## src/rtl/rti_pkg.sv

```systemverilog
package rti_pkg;

	// configuration register indexes
	typedef enum logic [2:0] {
		REG_ORIGIN_X = 3'd0,
		REG_ORIGIN_Y = 3'd1,
		REG_ORIGIN_Z = 3'd2,
		REG_DIR_X    = 3'd3,
		REG_DIR_Y    = 3'd4,
		REG_DIR_Z    = 3'd5
	} reg_idx_t;

	localparam int REG_INDEX_W = 3;

	// 2d projection used for the barycentric weights
	typedef enum logic [1:0] {
		PROJ_XY = 2'd0,
		PROJ_XZ = 2'd1,
		PROJ_YZ = 2'd2
	} proj_t;

	typedef struct packed {
		proj_t proj;
		logic  none;
	} ctl_t;

	// slots of the per-projection weight terms
	localparam int PRM_A  = 0;
	localparam int PRM_C  = 1;
	localparam int PRM_E  = 2;
	localparam int PRM_H  = 3;
	localparam int PRM_U2 = 4;
	localparam int PRM_W2 = 5;
	localparam int PRM_N  = 6;

	localparam int QUEUE_DEPTH = 4;
	localparam int QPTR_W      = 2;

endpackage

```

## src/rtl/rti_queue.sv

```systemverilog
module rti_queue #(
	parameter int WD = 32
) (
	input  logic          clk,
	input  logic          arst_n,
	input  logic          push,
	input  logic [WD-1:0] wdata,
	input  logic          pop,
	output logic [WD-1:0] rdata,
	output logic          full,
	output logic          empty
);

	logic [WD-1:0]       mem_q [rti_pkg::QUEUE_DEPTH];
	logic [rti_pkg::QPTR_W-1:0] wr_q, rd_q;
	logic [rti_pkg::QPTR_W:0]   cnt_q;

	assign full  = cnt_q == (rti_pkg::QPTR_W+1)'(rti_pkg::QUEUE_DEPTH);
	assign empty = cnt_q == '0;
	assign rdata = mem_q[rd_q];

	always_ff @(posedge clk) begin
		if (push) begin
			mem_q[wr_q] <= wdata;
		end
	end

	always_ff @(posedge clk or negedge arst_n) begin
		if (!arst_n) begin
			wr_q  <= '0;
			rd_q  <= '0;
			cnt_q <= '0;
		end else begin
			if (push) begin
				wr_q <= wr_q + 1'b1;
			end
			if (pop) begin
				rd_q <= rd_q + 1'b1;
			end
			if (push && !pop) begin
				cnt_q <= cnt_q + 1'b1;
			end else if (pop && !push) begin
				cnt_q <= cnt_q - 1'b1;
			end
		end
	end

	a_no_overflow: assert property (@(posedge clk) disable iff (!arst_n)
		push |-> !full) else $error("queue push while full");

	a_no_underflow: assert property (@(posedge clk) disable iff (!arst_n)
		pop |-> !empty) else $error("queue pop while empty");

	a_count_up: assert property (@(posedge clk) disable iff (!arst_n)
		(push && !pop) |=> cnt_q == $past(cnt_q) + 1'b1)
		else $error("queue count lost a transfer");

endmodule

```

## config.mk

```make
export PLATFORM = sky130hd
export DESIGN_NAME = rti_queue
export DESIGN_NICKNAME = d
export VERILOG_FILES = /design/src/rtl/rti_pkg.sv /design/src/rtl/rti_queue.sv
export SDC_FILE = /design/constraint.sdc
export NUM_CORES = 1
export LEC_CHECK = 0
export BUFFER_PORTS_ARGS = -buffer_cell sky130_fd_sc_hd__buf_2
export CAP_MARGIN = 20
export CORE_UTILIZATION = 40
export CTS_CLUSTER_SIZE = 40
export DETAILED_ROUTE_END_ITERATION = 10
export PLACE_DENSITY = 0.59
export SYNTH_ARGS = -nofsm -noshare
export SYNTH_HDL_FRONTEND = slang
export SYNTH_SLANG_ARGS = --single-unit
```

## constraint.sdc

```tcl
create_clock -name clk -period 2.3 [get_ports clk]
set_clock_uncertainty 0.05 [all_clocks]
set_input_delay 0.23 -clock clk [delete_from_list [all_inputs] [get_ports clk]]
set_output_delay 0.23 -clock clk [all_outputs]
set_load 0.05 [all_outputs]
```

==> flow_metrics.env <==
export IMPL_ys_top_cells_by_count="edfxtp_1, mux4_2, dfrtp_1"
export IMPL_final_hold_viol_count=0
export IMPL_clock_sinks=135
export IMPL_core_mm2=0.0122
export IMPL_status="finished clean"
export IMPL_dp_slack_ns=0.535
export IMPL_wl_met2_um=4380
export IMPL_period_needed_ns=2.17
export IMPL_place_congestion=0.674
export IMPL_ys_warn_count=0
export IMPL_cts_resized=0
export IMPL_yosysMostFrequentCell="edfxtp_1"
export IMPL_synth_nets=244
export IMPL_viasPerCell=4.80
export IMPL_nNetsFinal=370
export IMPL_die_h_um=114
export IMPL_wl_met1_um=3920
export IMPL_ant_nets=0
export IMPL_clock_root_buffer="clkbuf_16"
export IMPL_nFillCells=955
export IMPL_critPathLaunchType="register"
export IMPL_hp_class="in2reg"
export IMPL_fp_dieArea_mm2=0.0131
export IMPL_placedCellCount=443
export IMPL_yosysTopAreaCellShare=0.760
export IMPL_routed_top_layer="met4"
export IMPL_cts_path_max_buffers=2
export IMPL_drc=0
export IMPL_rsz0062_at_grt="false"
export IMPL_vias=2440
export IMPL_cp_max_fo=18
export IMPL_maxCapViolCount=0
export IMPL_port_buffers=69
export IMPL_syn_inst=202
export IMPL_antenna_found_initial=0
export IMPL_grt_pass1_wl_um=13800
export IMPL_timing_final_crit_share=0.944
export IMPL_initial_utilization=0.416
export IMPL_grt_overflow_total=0
export IMPL_wire_per_inst_um=17.4
export IMPL_clock_fmax_mhz=461
export IMPL_synth_distinct_cells=20
export IMPL_synth_avg_cell_area_um2=25.0
export IMPL_ys_flop_type="edfxtp_1"
export IMPL_setup_viol=0
export IMPL_clk_pin_slew_ns=0.06
export IMPL_required_ns=2.02
export IMPL_cts_tree="done"
export IMPL_ios=70
export IMPL_grt_use_total=0.150
export IMPL_stdcell_count=508
export IMPL_drive_gt1_frac=0.418
export IMPL_synth_seq_area_share=0.794
export IMPL_p_leak_nw=2.35
export IMPL_htree_num_levels=4
export IMPL_worstPathArrival_ns=1.89
export IMPL_worstSetupPathType="reg2out"
export IMPL_area_growth_pct=29.6
export IMPL_synth_area_top_cells="edfxtp_1, mux4_2, dfrtp_1, mux4_1, ha_1"
export IMPL_hpwl_um=5560
export IMPL_synth_area_leader_cell="edfxtp_1"
export IMPL_p_total_mw=9.32
export IMPL_drt_iter0_drc=103
export IMPL_report_final_slew_viol_count=0
export IMPL_n_antenna_cell=0
export IMPL_ys_ff_latch=135
export IMPL_end_kind="output port"
export IMPL_max_vdd_ir_drop_mv=0.725
export IMPL_die_x_um=114
export IMPL_synth_edf_count=128
export IMPL_syn_area_mm2=0.00506
export IMPL_powerDensity_mw_per_mm2=1420
export IMPL_met3_length_um=399
export IMPL_slew_limit_headroom=0.684
export IMPL_clk_latency_ns=0.41
export IMPL_grt_pass1_vias=2639
export IMPL_setup_tns_ns=0
export IMPL_tightest_slew_ns=0.473
export IMPL_firstDrtPassIters=4
export IMPL_rows=40
export IMPL_cts_made_buffers=17
export IMPL_grt_max_degree=19
export IMPL_synthArstFlopShare=0.0519
export IMPL_fin_ws_ns=0.129
export IMPL_finalWirelength_um=8820
-- state kept, by name (all words and copies together), names as in the netlist --
signal,cells
rd_q,2
mem_q,128
wr_q,2
cnt_q,3
-- cell type report --
type | instances | area [um^2] | share of cell area
flip-flops and latches | 135 | 4020 | 0.613
multi-input cells | 55 | 941 | 0.143
clock buffers | 19 | 433 | 0.0660
repair buffers | 115 | 826 | 0.126
clock inverters | 12 | 111 | 0.0170
well taps | 168 | 210 | 0.0321
inverters | 4 | 15.0 | 0.00229
-- repair_timing --
item | CTS | global route
hold endpoints to repair | 136 | 0
setup buffers | 0 | 0
hold buffers | 34 | 0
-- per-layer routing --
metal  vias to the layer above  GRT usage
li1                       1100          -
met1                      1271      0.185
met2                        58      0.241
met4                         0     0.0528
met5                         -          0
met3                        11     0.0603
-- per-stage QoR --
stage                     cell area (um^2)   util  hold slack [ns]
final                                 6560  0.539           0.0613
after global routing                  6560  0.539           0.0649
after CTS                             6560  0.539           0.0458
after detailed placement              5670  0.466           0.0267
after global placement                5670  0.466           0.0257
after floorplan                       5060      -           -0.116
-- critical path: stages (launching register included) --
cell and delay, ns:
dfrtp_2 0.67, buf_12 0.23, mux4_1 0.34, buf_2 0.24
-- final timing paths --
check / start / end / slack, ns / cells after the start
min in group asynchronous: arst_n / wr_q[1]$_DFFE_PN0P_ / 0.13 / 2
min: push / wr_q[0]$_DFFE_PN0P_ / 0.06 / 2
max in group asynchronous: arst_n / rd_q[1]$_DFFE_PN0P_ / 1.89 / 2
max reg2reg: wr_q[0]$_DFFE_PN0P_ / mem_q[2][19]$_DFFE_PP_ / 0.62 / 4
max: rd_q[1]$_DFFE_PN0P_ / rdata[18] / 0.13 / 3
min reg2reg: cnt_q[2]$_DFFE_PN0P_ / cnt_q[2]$_DFFE_PN0P_ / 0.44 / 1
-- cells in the final DEF, fill, tap and decap left out --
| cell type | count |
|---|---|
| and2_2 | 4 |
| buf_12 | 4 |
| buf_2 | 69 |
| buf_4 | 8 |
| bufinv_16 | 2 |
| clkbuf_1 | 2 |
| clkbuf_16 | 17 |
| clkinv_1 | 3 |
| clkinv_2 | 5 |
| clkinvlp_4 | 2 |
| dfrtp_1 | 5 |
| dfrtp_2 | 2 |
| dlygate4sd3_1 | 34 |
| edfxtp_1 | 128 |
| fa_1 | 1 |
| ha_1 | 5 |
| inv_1 | 4 |
| mux2_2 | 1 |
| mux4_1 | 4 |
| mux4_2 | 28 |
| nand2_1 | 2 |
| nor2_1 | 1 |
| nor3_1 | 1 |
| nor3b_1 | 1 |
| o21ai_0 | 1 |
| xnor2_1 | 2 |
| xor2_1 | 4 |
-- power breakdown --
group	switching, mW	internal, mW
Combinational	2.27	1.13
Sequential	0.214	3.23
Clock	0.916	1.56
Total	3.40	5.93
-- logic make-up after synthesis --
family          Yosys count  share of synthesized area
fa+ha+maj                 6                     0.0163
buf+inv                  12                     0.0208
xor+xnor                  6                     0.0104
mux                      33                      0.148
simple gates              9                    0.00964
compound gates            1                   0.000988
flops                   135                      0.794
(Power assumes the default switching activity.)
